$ cat config.mk
export PLATFORM = sky130hd
export DESIGN_NAME = masked_byte_pattern_scan_unit
export DESIGN_NICKNAME = d
export VERILOG_FILES = /design/src/sv/mbps_pkg.sv /design/src/sv/mbps_front.sv /design/src/sv/mbps_queue.sv /design/src/sv/mbps_back.sv /design/src/sv/masked_byte_pattern_scan_unit.sv
export SDC_FILE = /design/constraint.sdc
export NUM_CORES = 1
export LEC_CHECK = 0
export ABC_AREA = 1
export BUFFER_PORTS_ARGS = -buffer_cell sky130_fd_sc_hd__buf_4
export CAP_MARGIN = 20
export CELL_PAD_IN_SITES_DETAIL_PLACEMENT = 0
export CELL_PAD_IN_SITES_GLOBAL_PLACEMENT = 1
export CORE_UTILIZATION = 40
export CTS_BUF_LIST = sky130_fd_sc_hd__clkbuf_8 sky130_fd_sc_hd__clkbuf_16
export DETAILED_ROUTE_END_ITERATION = 10
export MAX_ROUTING_LAYER = met4
export PLACE_DENSITY = 0.79
export SLEW_MARGIN = 20
export SYNTH_ARGS = -nofsm -noshare
export SYNTH_HDL_FRONTEND = slang
export SYNTH_SLANG_ARGS = --single-unit
$ cat constraint.sdc
create_clock -name clk -period 25.8 [get_ports clk]
set_input_delay 3.87 -clock clk [delete_from_list [all_inputs] [get_ports clk]]
set_output_delay 3.87 -clock clk [all_outputs]
set_load 0.03 [all_outputs]
$ cat src/sv/mbps_pkg.sv
package mbps_pkg;

    localparam int MAX_PATTERN = 16;
    localparam int OFFSET_BITS = 32;
    localparam int BYTE_W      = 8;
    localparam int OUT_W       = 32;
    localparam int CFG_W       = 64;
    localparam int WILD_W      = 16;
    localparam int LEN_W       = 5;
    localparam int WIN_DEPTH   = MAX_PATTERN - 1;
    localparam int CLAMP_W     = $clog2(MAX_PATTERN + 1);
    localparam int AGE_W       = (MAX_PATTERN > 1) ? $clog2(MAX_PATTERN) : 1;
    localparam int REG_IDX_W   = 2;
    localparam int ADDR_W      = REG_IDX_W + 3;

    localparam int QDEPTH      = 2;
    localparam int QPTR_W      = (QDEPTH > 1) ? $clog2(QDEPTH) : 1;
    localparam int QCNT_W      = $clog2(QDEPTH + 1);

    localparam int RDEPTH      = 2;
    localparam int RPTR_W      = (RDEPTH > 1) ? $clog2(RDEPTH) : 1;
    localparam int RCNT_W      = $clog2(RDEPTH + 1);

    typedef enum logic [REG_IDX_W-1:0] {
        REG_PAT_FIRST  = 2'd0,
        REG_PAT_SECOND = 2'd1,
        REG_WILDCARD   = 2'd2,
        REG_LENGTH     = 2'd3
    } reg_index_t;

    typedef struct packed {
        logic [CFG_W-1:0]  pat_first;
        logic [CFG_W-1:0]  pat_second;
        logic [WILD_W-1:0] wild;
        logic [LEN_W-1:0]  length;
    } cfg_t;

    typedef struct packed {
        logic [MAX_PATTERN-1:0][BYTE_W-1:0] window;
        logic [OFFSET_BITS-1:0]             count;
        logic                               last;
    } item_t;

    typedef struct packed {
        logic  valid;
        item_t item;
    } queue_head_t;

    typedef struct packed {
        logic             found;
        logic [OUT_W-1:0] offset;
    } result_t;

endpackage

$ cat src/sv/mbps_front.sv
module mbps_front (
    input  logic                          clk,
    input  logic                          rst_n,
    input  logic                          push,
    input  logic                          full,
    input  logic [mbps_pkg::BYTE_W-1:0]   data_byte,
    input  logic                          region_end,
    output logic                          q_push,
    output mbps_pkg::item_t               q_item
);

    logic [mbps_pkg::WIN_DEPTH-1:0][mbps_pkg::BYTE_W-1:0] window_reg;
    logic [mbps_pkg::WIN_DEPTH-1:0][mbps_pkg::BYTE_W-1:0] window_next;
    logic [mbps_pkg::OFFSET_BITS-1:0]                     seen_reg;
    logic [mbps_pkg::OFFSET_BITS-1:0]                     seen_next;
    logic [mbps_pkg::OFFSET_BITS-1:0]                     count;

    assign q_push = push && !full;

    // saturate at the offset limit
    assign count = (&seen_reg) ? seen_reg : seen_reg + mbps_pkg::OFFSET_BITS'(1);

    always_comb
    begin
        q_item.window[0] = data_byte;
        for (int a = 1; a < mbps_pkg::MAX_PATTERN; a++)
        begin
            q_item.window[a] = window_reg[a-1];
        end
        q_item.count = count;
        q_item.last  = region_end;
    end

    always_comb
    begin
        window_next = window_reg;
        seen_next   = seen_reg;
        if (q_push)
        begin
            window_next[0] = data_byte;
            for (int a = 1; a < mbps_pkg::WIN_DEPTH; a++)
            begin
                window_next[a] = window_reg[a-1];
            end
            seen_next = region_end ? '0 : count;
        end
    end

    always_ff @(posedge clk or negedge rst_n)
    begin
        if (!rst_n)
        begin
            window_reg <= '0;
            seen_reg   <= '0;
        end
        else
        begin
            window_reg <= window_next;
            seen_reg   <= seen_next;
        end
    end

endmodule

$ cat src/sv/mbps_queue.sv
module mbps_queue (
    input  logic                  clk,
    input  logic                  rst_n,
    input  logic                  q_push,
    input  mbps_pkg::item_t       q_item,
    input  logic                  take,
    output logic                  full,
    output mbps_pkg::queue_head_t head
);

    mbps_pkg::item_t                  mem_reg [mbps_pkg::QDEPTH];
    logic [mbps_pkg::QPTR_W-1:0]      wr_reg;
    logic [mbps_pkg::QPTR_W-1:0]      wr_next;
    logic [mbps_pkg::QPTR_W-1:0]      rd_reg;
    logic [mbps_pkg::QPTR_W-1:0]      rd_next;
    logic [mbps_pkg::QCNT_W-1:0]      cnt_reg;
    logic [mbps_pkg::QCNT_W-1:0]      cnt_next;
    logic                             do_pop;

    assign full       = (cnt_reg == mbps_pkg::QCNT_W'(mbps_pkg::QDEPTH));
    assign head.valid = (cnt_reg != '0);
    assign head.item  = mem_reg[rd_reg];
    assign do_pop     = take && head.valid;

    always_comb
    begin
        wr_next  = wr_reg;
        rd_next  = rd_reg;
        cnt_next = cnt_reg;
        if (q_push)
        begin
            wr_next = (wr_reg == mbps_pkg::QPTR_W'(mbps_pkg::QDEPTH - 1)) ? '0
                    : wr_reg + mbps_pkg::QPTR_W'(1);
        end
        if (do_pop)
        begin
            rd_next = (rd_reg == mbps_pkg::QPTR_W'(mbps_pkg::QDEPTH - 1)) ? '0
                    : rd_reg + mbps_pkg::QPTR_W'(1);
        end
        if (q_push && !do_pop)
        begin
            cnt_next = cnt_reg + mbps_pkg::QCNT_W'(1);
        end
        else if (do_pop && !q_push)
        begin
            cnt_next = cnt_reg - mbps_pkg::QCNT_W'(1);
        end
    end

    always_ff @(posedge clk)
    begin
        if (q_push)
        begin
            mem_reg[wr_reg] <= q_item;
        end
    end

    always_ff @(posedge clk or negedge rst_n)
    begin
        if (!rst_n)
        begin
            wr_reg  <= '0;
            rd_reg  <= '0;
            cnt_reg <= '0;
        end
        else
        begin
            wr_reg  <= wr_next;
            rd_reg  <= rd_next;
            cnt_reg <= cnt_next;
        end
    end

endmodule

$ cat src/sv/mbps_back.sv
module mbps_back (
    input  logic                          clk,
    input  logic                          rst_n,
    input  mbps_pkg::cfg_t                cfg,
    input  mbps_pkg::queue_head_t         head,
    output logic                          take,
    input  logic                          pop,
    output logic                          empty,
    output logic                          found,
    output logic [mbps_pkg::OUT_W-1:0]    match_offset
);

    logic [mbps_pkg::CLAMP_W-1:0]         len;
    logic [mbps_pkg::MAX_PATTERN-1:0]     pos_ok;
    logic                                 hit;
    logic [mbps_pkg::OFFSET_BITS-1:0]     start;
    logic                                 emit;
    mbps_pkg::result_t                    res_in;
    logic                                 reported_reg;
    logic                                 reported_next;

    mbps_pkg::result_t                    res_reg [mbps_pkg::RDEPTH];
    logic [mbps_pkg::RPTR_W-1:0]          wr_reg;
    logic [mbps_pkg::RPTR_W-1:0]          wr_next;
    logic [mbps_pkg::RPTR_W-1:0]          rd_reg;
    logic [mbps_pkg::RPTR_W-1:0]          rd_next;
    logic [mbps_pkg::RCNT_W-1:0]          cnt_reg;
    logic [mbps_pkg::RCNT_W-1:0]          cnt_next;
    logic                                 do_pop;

    always_comb
    begin
        if (32'(cfg.length) > 32'(mbps_pkg::MAX_PATTERN))
        begin
            len = mbps_pkg::CLAMP_W'(mbps_pkg::MAX_PATTERN);
        end
        else
        begin
            len = mbps_pkg::CLAMP_W'(cfg.length);
        end
    end

    for (genvar j = 0; j < mbps_pkg::MAX_PATTERN; j++)
    begin : g_pos
        logic [mbps_pkg::AGE_W-1:0]  age;
        logic [mbps_pkg::BYTE_W-1:0] pbyte;
        logic                        wild;

        assign age = mbps_pkg::AGE_W'(len - mbps_pkg::CLAMP_W'(j) - mbps_pkg::CLAMP_W'(1));

        if (j < 8)
        begin : g_first
            assign pbyte = cfg.pat_first[8*j +: 8];
        end
        else if (j < 16)
        begin : g_second
            assign pbyte = cfg.pat_second[8*(j-8) +: 8];
        end
        else
        begin : g_none
            assign pbyte = '0;
        end

        if (j < mbps_pkg::WILD_W)
        begin : g_wild
            assign wild = cfg.wild[j];
        end
        else
        begin : g_tame
            assign wild = 1'b0;
        end

        assign pos_ok[j] = (mbps_pkg::CLAMP_W'(j) >= len) || wild
                         || (pbyte == head.item.window[age]);
    end

    assign hit   = (len == '0)
                || ((head.item.count >= mbps_pkg::OFFSET_BITS'(len)) && (&pos_ok));
    assign start = (len == '0) ? '0 : head.item.count - mbps_pkg::OFFSET_BITS'(len);

    assign take  = head.valid && (cnt_reg != mbps_pkg::RCNT_W'(mbps_pkg::RDEPTH));
    assign emit  = take && !reported_reg && (hit || head.item.last);

    assign res_in.found  = hit;
    assign res_in.offset = hit ? mbps_pkg::OUT_W'(start) : '0;

    assign empty        = (cnt_reg == '0);
    assign found        = res_reg[rd_reg].found;
    assign match_offset = res_reg[rd_reg].offset;
    assign do_pop       = pop && !empty;

    always_comb
    begin
        reported_next = reported_reg;
        if (take)
        begin
            if (head.item.last)
            begin
                reported_next = 1'b0;
            end
            else if (hit)
            begin
                reported_next = 1'b1;
            end
        end
    end

    always_comb
    begin
        wr_next  = wr_reg;
        rd_next  = rd_reg;
        cnt_next = cnt_reg;
        if (emit)
        begin
            wr_next = (wr_reg == mbps_pkg::RPTR_W'(mbps_pkg::RDEPTH - 1)) ? '0
                    : wr_reg + mbps_pkg::RPTR_W'(1);
        end
        if (do_pop)
        begin
            rd_next = (rd_reg == mbps_pkg::RPTR_W'(mbps_pkg::RDEPTH - 1)) ? '0
                    : rd_reg + mbps_pkg::RPTR_W'(1);
        end
        if (emit && !do_pop)
        begin
            cnt_next = cnt_reg + mbps_pkg::RCNT_W'(1);
        end
        else if (do_pop && !emit)
        begin
            cnt_next = cnt_reg - mbps_pkg::RCNT_W'(1);
        end
    end

    always_ff @(posedge clk)
    begin
        if (emit)
        begin
            res_reg[wr_reg] <= res_in;
        end
    end

    always_ff @(posedge clk or negedge rst_n)
    begin
        if (!rst_n)
        begin
            reported_reg <= 1'b0;
            wr_reg       <= '0;
            rd_reg       <= '0;
            cnt_reg      <= '0;
        end
        else
        begin
            reported_reg <= reported_next;
            wr_reg       <= wr_next;
            rd_reg       <= rd_next;
            cnt_reg      <= cnt_next;
        end
    end

endmodule

$ cat src/sv/masked_byte_pattern_scan_unit.sv
// Masked byte pattern scan.
// Input queue side: data_byte and region_end are taken at a clock edge with push high
// and full low; region_end marks the last byte of a region.
// Result queue side: while empty is low the oldest result stands on found and
// match_offset; pop with empty low takes it. Each region gives one result: found with
// the start offset of the first match, or found low with offset 0 on its last byte.
// A request that yields a result is written into the middle queue; the back takes it
// from there and writes the result into the result queue, unless that queue is full.
// Throughput: one byte per cycle while full is low; all pattern positions are compared
// in parallel in the back stage, and a two-entry queue sits between front and back.
// If the result side stalls, the result queue fills, the back stops draining the
// middle queue, and full rises once that queue is full; nothing is lost.
// Configuration is an APB-style port with 64-bit registers at byte addresses 0, 8,
// 16 and 24; write it only while the block is idle.
// Reset clears the byte count, both queues and the registers (pattern length to one).
module masked_byte_pattern_scan_unit (
    input  logic                          clk,
    input  logic                          rst_n,
    input  logic                          push,
    output logic                          full,
    input  logic [7:0]                    data_byte,
    input  logic                          region_end,
    output logic                          empty,
    input  logic                          pop,
    output logic                          found,
    output logic [31:0]                   match_offset,
    input  logic                          psel,
    input  logic                          penable,
    input  logic                          pwrite,
    input  logic [mbps_pkg::ADDR_W-1:0]   paddr,
    input  logic [mbps_pkg::CFG_W-1:0]    pwdata,
    output logic [mbps_pkg::CFG_W-1:0]    prdata,
    output logic                          pready
);

    mbps_pkg::cfg_t        cfg_reg;
    mbps_pkg::cfg_t        cfg_next;
    mbps_pkg::reg_index_t  reg_index;
    mbps_pkg::item_t       q_item;
    mbps_pkg::queue_head_t head;
    logic                  q_push;
    logic                  take;
    logic                  cfg_write;

    assign pready    = 1'b1;
    assign reg_index = mbps_pkg::reg_index_t'(paddr[mbps_pkg::ADDR_W-1:3]);
    assign cfg_write = psel && penable && pwrite && pready;

    always_comb
    begin
        cfg_next = cfg_reg;
        if (cfg_write)
        begin
            unique case (reg_index)
                mbps_pkg::REG_PAT_FIRST:  cfg_next.pat_first  = pwdata;
                mbps_pkg::REG_PAT_SECOND: cfg_next.pat_second = pwdata;
                mbps_pkg::REG_WILDCARD:   cfg_next.wild       = pwdata[mbps_pkg::WILD_W-1:0];
                mbps_pkg::REG_LENGTH:     cfg_next.length     = pwdata[mbps_pkg::LEN_W-1:0];
                default:                  cfg_next = cfg_reg;
            endcase
        end
    end

    always_comb
    begin
        unique case (reg_index)
            mbps_pkg::REG_PAT_FIRST:  prdata = cfg_reg.pat_first;
            mbps_pkg::REG_PAT_SECOND: prdata = cfg_reg.pat_second;
            mbps_pkg::REG_WILDCARD:   prdata = mbps_pkg::CFG_W'(cfg_reg.wild);
            mbps_pkg::REG_LENGTH:     prdata = mbps_pkg::CFG_W'(cfg_reg.length);
            default:                  prdata = '0;
        endcase
    end

    always_ff @(posedge clk or negedge rst_n)
    begin
        if (!rst_n)
        begin
            cfg_reg.pat_first  <= '0;
            cfg_reg.pat_second <= '0;
            cfg_reg.wild       <= '0;
            cfg_reg.length     <= mbps_pkg::LEN_W'(1);
        end
        else
        begin
            cfg_reg <= cfg_next;
        end
    end

    mbps_front u_front (
        .clk        (clk),
        .rst_n      (rst_n),
        .push       (push),
        .full       (full),
        .data_byte  (data_byte),
        .region_end (region_end),
        .q_push     (q_push),
        .q_item     (q_item)
    );

    mbps_queue u_queue (
        .clk    (clk),
        .rst_n  (rst_n),
        .q_push (q_push),
        .q_item (q_item),
        .take   (take),
        .full   (full),
        .head   (head)
    );

    mbps_back u_back (
        .clk          (clk),
        .rst_n        (rst_n),
        .cfg          (cfg_reg),
        .head         (head),
        .take         (take),
        .pop          (pop),
        .empty        (empty),
        .found        (found),
        .match_offset (match_offset)
    );

    a_not_found_zero: assert property (@(posedge clk) disable iff (!rst_n)
        (!empty && !found) |-> (match_offset == '0))
        else $error("not-found result with nonzero offset");

    a_full_has_head: assert property (@(posedge clk) disable iff (!rst_n)
        full |-> head.valid)
        else $error("middle queue full without a valid head");

    a_no_spurious_result: assert property (@(posedge clk) disable iff (!rst_n)
        (empty && !head.valid) |=> empty)
        else $error("result appeared with no request in flight");

endmodule

Yosys cells after proc, flatten, opt, wreduce, memory -nomap -nowiden --
Memories as Yosys holds them, arrays and structs flattened. Index checks and enable logic that the tools add are counted. Widths: inputs -> output; s select.
Word-level totals: bits in registers 310, bits in latches 0, RAM bits 388, bits in read-only memories 0, bits of input ports 85, output and inout bits 100, logic and storage cells 244, memories kept 2
Memory list:
- u_queue.mem_reg | words 2, width 161, rd ports 1, clocked after Yosys merged registers in 0, wr ports 1, RTL line mbps_queue.sv:11 | mbps_pkg::item_t mem_reg [mbps_pkg::QDEPTH];
- u_back.res_reg | words 2, width 33, rd ports 1, clocked after Yosys merged registers in 0, wr ports 1, RTL line mbps_back.sv:22 | mbps_pkg::result_t res_reg [mbps_pkg::RDEPTH];
Cells by class: add/sub/neg operators 40, multipliers 0, divide/modulo/power cells 0, order comparisons 34, equality and inequality tests 21, shifts and indexed selects 0, multiplexer cells 52, bitwise logic cells 0, reductions and logical operators 68
Operators by type and width (count):
- $bmux 8 s4 | 16
- $pmux 64 s4 | 1
- $eq 8x8->1 | 16
- $mux 32 | 4
- $mux 8 | 16
- $lt 4x5->1 const B | 16
- $sub 4x1->4 const B | 16
- $ge 4x5->1 const A | 8
- $logic_or 1x1->1 | 34
- $add 32x1->32 const B | 1
- $ge 32x5->1 | 1
- $reduce_and 32->1 | 1
- $sub 32x5->32 | 1
- $sub 4x4->4 const B | 8
- $ge 3x5->1 const A | 4
- $reduce_and 16->1 | 1
- $sub 4x3->4 const B | 4
- $logic_and 1x1->1 | 13
- $ge 1x5->1 const A | 2
- $ge 2x5->1 const A | 2
- $mux 1 | 10
- $reduce_and 2->1 | 5
- $mux 2 | 4
- $reduce_bool 2->1 | 4
- other kinds (12) | 27

Longest topological paths before layout --
word-level depth 17, gate-level depth with buffers 34, mapped depth without buffers 31

Cells and area by module --
From an unflattened synthesis, not the netlist that was laid out.
Unflattened totals: cell total of the unflattened synthesis 5320, area, all modules 39212.6 um2
Modules (own cells, without submodules):
- mbps_back | instances 1, cells an instance 2683, area each 13670.6 um2, sequential area each 2107.0 um2
- mbps_queue | instances 1, cells an instance 868, area each 11960.2 um2, sequential area each 9769.4 um2
- mbps_front | instances 1, cells an instance 894, area each 6986.7 um2, sequential area each 3803.6 um2
- masked_byte_pattern_scan_unit | instances 1, cells an instance 875, area each 6595.1 um2, sequential area each 3729.8 um2

Worst setup path before layout --
OpenSTA, ideal clock, no wires.
path type input port to flip-flop, start point in push, end point mem u_queue.mem_reg[1][0] in the netlist's numbering, enable pin, library setup time 0.686 ns, arrival 11.004 ns, data required time 25.114 ns, path slack 14.109 ns, cell stages on the path 3, path buffers 1, cell sequence o21ai_1 > clkbuf_1 > nor2_1
On the way: longest elaborated chain between the ends 3
RTL lines:
- start, declared | RTL line masked_byte_pattern_scan_unit.sv:19 | input logic push,
- $logic_and 1x1->1 | RTL line mbps_front.sv:18 | assign q_push = push && !full;
- $mux 1 | RTL line mbps_queue.sv:52 | if (q_push)
- $mux 1 (not written as such) | RTL line mbps_queue.sv:54 | mem_reg[wr_reg] <= q_item;
- end, declared | RTL line mbps_queue.sv:11
Every way passes these cells.

Worst setup path after layout --
start point in paddr[4] in the netlist's numbering, end point out prdata[2] in the netlist's numbering
On the way: longest elaborated chain between the ends 2, elaborated cells on any way between the ends 5, classes of those cells eq/ne: 3; mux: 1; reduce/logical: 1
RTL lines:
- start, declared | RTL line masked_byte_pattern_scan_unit.sv:30 | input logic [mbps_pkg::ADDR_W-1:0] paddr,
- $eq 2x2->1 (tied with other cells) | RTL line masked_byte_pattern_scan_unit.sv:66 | unique case (reg_index)
- $pmux 64 s4 * | RTL line masked_byte_pattern_scan_unit.sv:66
- end, declared | RTL line masked_byte_pattern_scan_unit.sv:32 | output logic [mbps_pkg::CFG_W-1:0] prdata,
Mark *: on every way between the ends. The rest lies on a longest branch, timed or not.

==> impl_metrics.py <==
metrics = {
    "status": {
        "status": "finished clean",
    },
    "cts": {
        "cts_max_path_buffers": 3,
        "post_cts_buffers": 0,
        "root_buffer": "clkbuf_16",
        "cts_sinks": 698,
        "cts_resized": 0,
        "cts.clk_slew.worst_paths_ns": 0.06,
        "cts_buffers": 79,
        "cts_tree": "done",
        "postCtsHoldBufs": 0,
        "cts-htree-levels": 3,
        "clk_latency_ns": 0.66,
    },
    "global_routing": {
        "grt_max_degree": 163,
        "grt_pass1_vias": 30300,
        "gr-usage-met2_pct": 41.4,
        "grt.busiest_layer": "met2",
        "use_met1_pct": 38.0,
        "grt_usage_pct": 28.1,
        "grt_pass1_wl_mm": 194,
        "antenna_found_initial": 3,
        "grt_use_met3_pct": 5.58,
        "grt_overflow": 0,
    },
    "die": {
        "fp.dieH_um": 309,
        "dieArea_um2": 95500,
        "io_pins": 185,
        "start_util_pct": 40.4,
        "rows": 112,
        "core-area_um2": 93300,
        "die_w_um": 309,
    },
    "synthesis": {
        "ys.flop_type": "edfxtp_1",
        "synth-edff-count": 388,
        "syn_area_per_cell_um2": 7.68,
        "synth-seq-cells": 698,
        "synth_cells": 4909,
        "syn_area_um2": 37700,
        "ys_seq_area_share_pct": 51.5,
        "yosysUniqueCellTypes": 45,
        "async_flop_share_pct": 44.4,
        "syn_nets": 5006,
        "ys.warnings.count": 0,
    },
    "layout": {
        "nFillCells": 9312,
        "area_growth_pct": 13.3,
        "nets": 5075,
        "largest_register_ffs": 322,
        "drive_above_1_share_pct": 8.11,
    },
    "power": {
        "p_comb_share_pct": 47.2,
        "vdd_drop_max_uv": 60.0,
        "seqPwrFrac_pct": 31.7,
        "intPower_mw": 2.94,
        "total_power_mw": 5.55,
        "p_clk_share_pct": 21.1,
        "leakage_nw": 20.5,
        "powerDensity_nw_per_um2": 130,
        "swShare_pct": 47.0,
        "p_switching_mw": 2.61,
    },
    "route": {
        "num_vias": 33400,
        "drtIter0Drc": 3431,
        "viasPerCell": 5.31,
        "wire_per_inst_um": 20.9,
        "antenna_left": 0,
        "drt_first_pass_iters": 11,
        "drc": 0,
        "wirelength_mm": 132,
    },
    "sta": {
        "skew_ns": 0.0385,
        "drv_slew": 0,
        "grt_setup_unrepaired": "false",
        "hold_viol": 0,
        "post-route-period-util_pct": 38.0,
        "tns_ns": 0,
        "fmax_ghz": 0.102,
        "tightest_slew_ns": 1.28,
        "min_period_ns": 9.81,
        "finalSetupViolCount": 0,
        "timing.slew.headroom_pct": 14.5,
    },
    "setup_path": {
        "arrival_ns": 5.94,
        "worst_setup_path_start_kind": "input port",
        "critical_path_class": "in2out",
        "endpoint_kind": "primary output",
        "cp.required_ns": 21.93,
        "cp_max_fo": 54,
    },
    "worst_hold_path": {
        "hp-class": "reg2reg",
    },
    "flow_run": {
        "cap_viol_max_count": 0,
    },
    "place": {
        "hpwl_mm": 94.1,
        "gp_congestion": 1.09,
        "portBuffers": 180,
    },
}
[layout make-up]
class / instances / area, um2 / share of cell area (%)
multi-input cells: 3664 / 16100 / 37.7
inverters: 319 / 1210 / 2.83
diodes: 3 / 7.51 / 0.0176
repair buffers: 216 / 1670 / 3.90
clock buffers: 91 / 2140 / 5.02
flip-flops and latches: 698 / 19400 / 45.5
well taps: 1254 / 1570 / 3.68
clock inverters: 55 / 593 / 1.39
[per-layer routing]
metal / share of wire (%) / vias to the layer above
li1: - / 16100
met1: 44 / 15900
met2: 44 / 1240
met3: 7.8 / 201
met4: 4.1 / 0
met5: 0 / -
[power groups by stage]
stage	logic (mW)	registers, mW	clock network [mW]
after floorplan	1.72	1.72	0
after global placement	2.55	1.76	0
after detailed placement	2.56	1.78	0
after CTS	2.57	1.76	1.19
after global routing	2.86	1.79	1.23
final	2.62	1.76	1.17
[cells in the mapped netlist, types with 59 or more instances]
master	n	area, um2
clkbuf_1	109	409
buf_2	77	385
dfrtp_1	309	7730
a21oi_1	65	325
nand3_1	696	3480
edfxtp_1	388	11700
nor2_1	199	747
inv_1	297	1110
xor2_1	73	639
nand2_1	2250	8450
o21ai_0	168	841
o22ai_1	59	369
[final timing paths]
kind | cells after the start | slack, ns | end | startpoint
worst max-delay path | 6 | 15.99 | prdata[2] | paddr[4]
worst max register to register | 25 | 19.49 | u_back.res_reg[1][30] | u_queue.rd_reg
worst min-delay path | 0 | 0.47 | u_queue.mem_reg[0][157] | u_front.q_item[157]
min in group asynchronous | 1 | 3.20 | u_back.rd_reg | rst_n
worst min register to register | 0 | 0.47 | u_queue.mem_reg[0][157] | u_front.q_item[157]
max in group asynchronous | 2 | 20.97 | u_front.q_item[50] | rst_n
[placed cells by master, fill, tap and decap left out, types with 10 or more instances in the layout]
cell type / instances
o221ai_1: 10
nand3_1: 696
nor2_1: 195
xor2_1: 73
edfxtp_1: 388
o22ai_1: 59
ha_1: 11
inv_2: 17
a21oi_1: 64
mux2i_1: 15
buf_4: 212
clkinv_2: 11
nor3_1: 23
o21ai_0: 168
nand4_1: 20
dfrtp_1: 307
inv_1: 305
clkbuf_16: 79
nand2_1: 2249
or2_2: 12
clkbuf_8: 12
[critical path, stage by stage]
cell	delay, ns
buf_4	0.13
nor2_1	0.41
inv_2	0.21
buf_4	0.36
o21ai_0	0.59
buf_4	0.26
[stage by stage]
stage	instances	utilization (%)	instance area (um2)	worst slack, ns	hold WS (ns)
final	6300	45.7	42700	15.99	0.468
after global routing	6299	45.7	42700	15.96	0.478
after CTS	6297	45.7	42700	15.99	0.466
after detailed placement	6151	42.8	40000	16.00	0.451
after global placement	6151	42.8	39900	15.97	0.449
after floorplan	4909	-	37700	14.11	0.442
[logic make-up (layout without fill, tap and decap cells)]
kind of cell / Yosys count / in the layout / share of synthesized area [%]
fa+ha+maj: 12 / 12 / 0.418
mux: 15 / 15 / 0.398
other cells: 1 / 4 / 0.00995
simple gates: 3226 / 3226 / 35.0
flops: 698 / 698 / 51.5
buf+inv: 547 / 681 / 5.97
xor+xnor: 81 / 81 / 1.88
compound gates: 329 / 329 / 4.84
No activity file was read; power rests on OpenSTA's default activity.
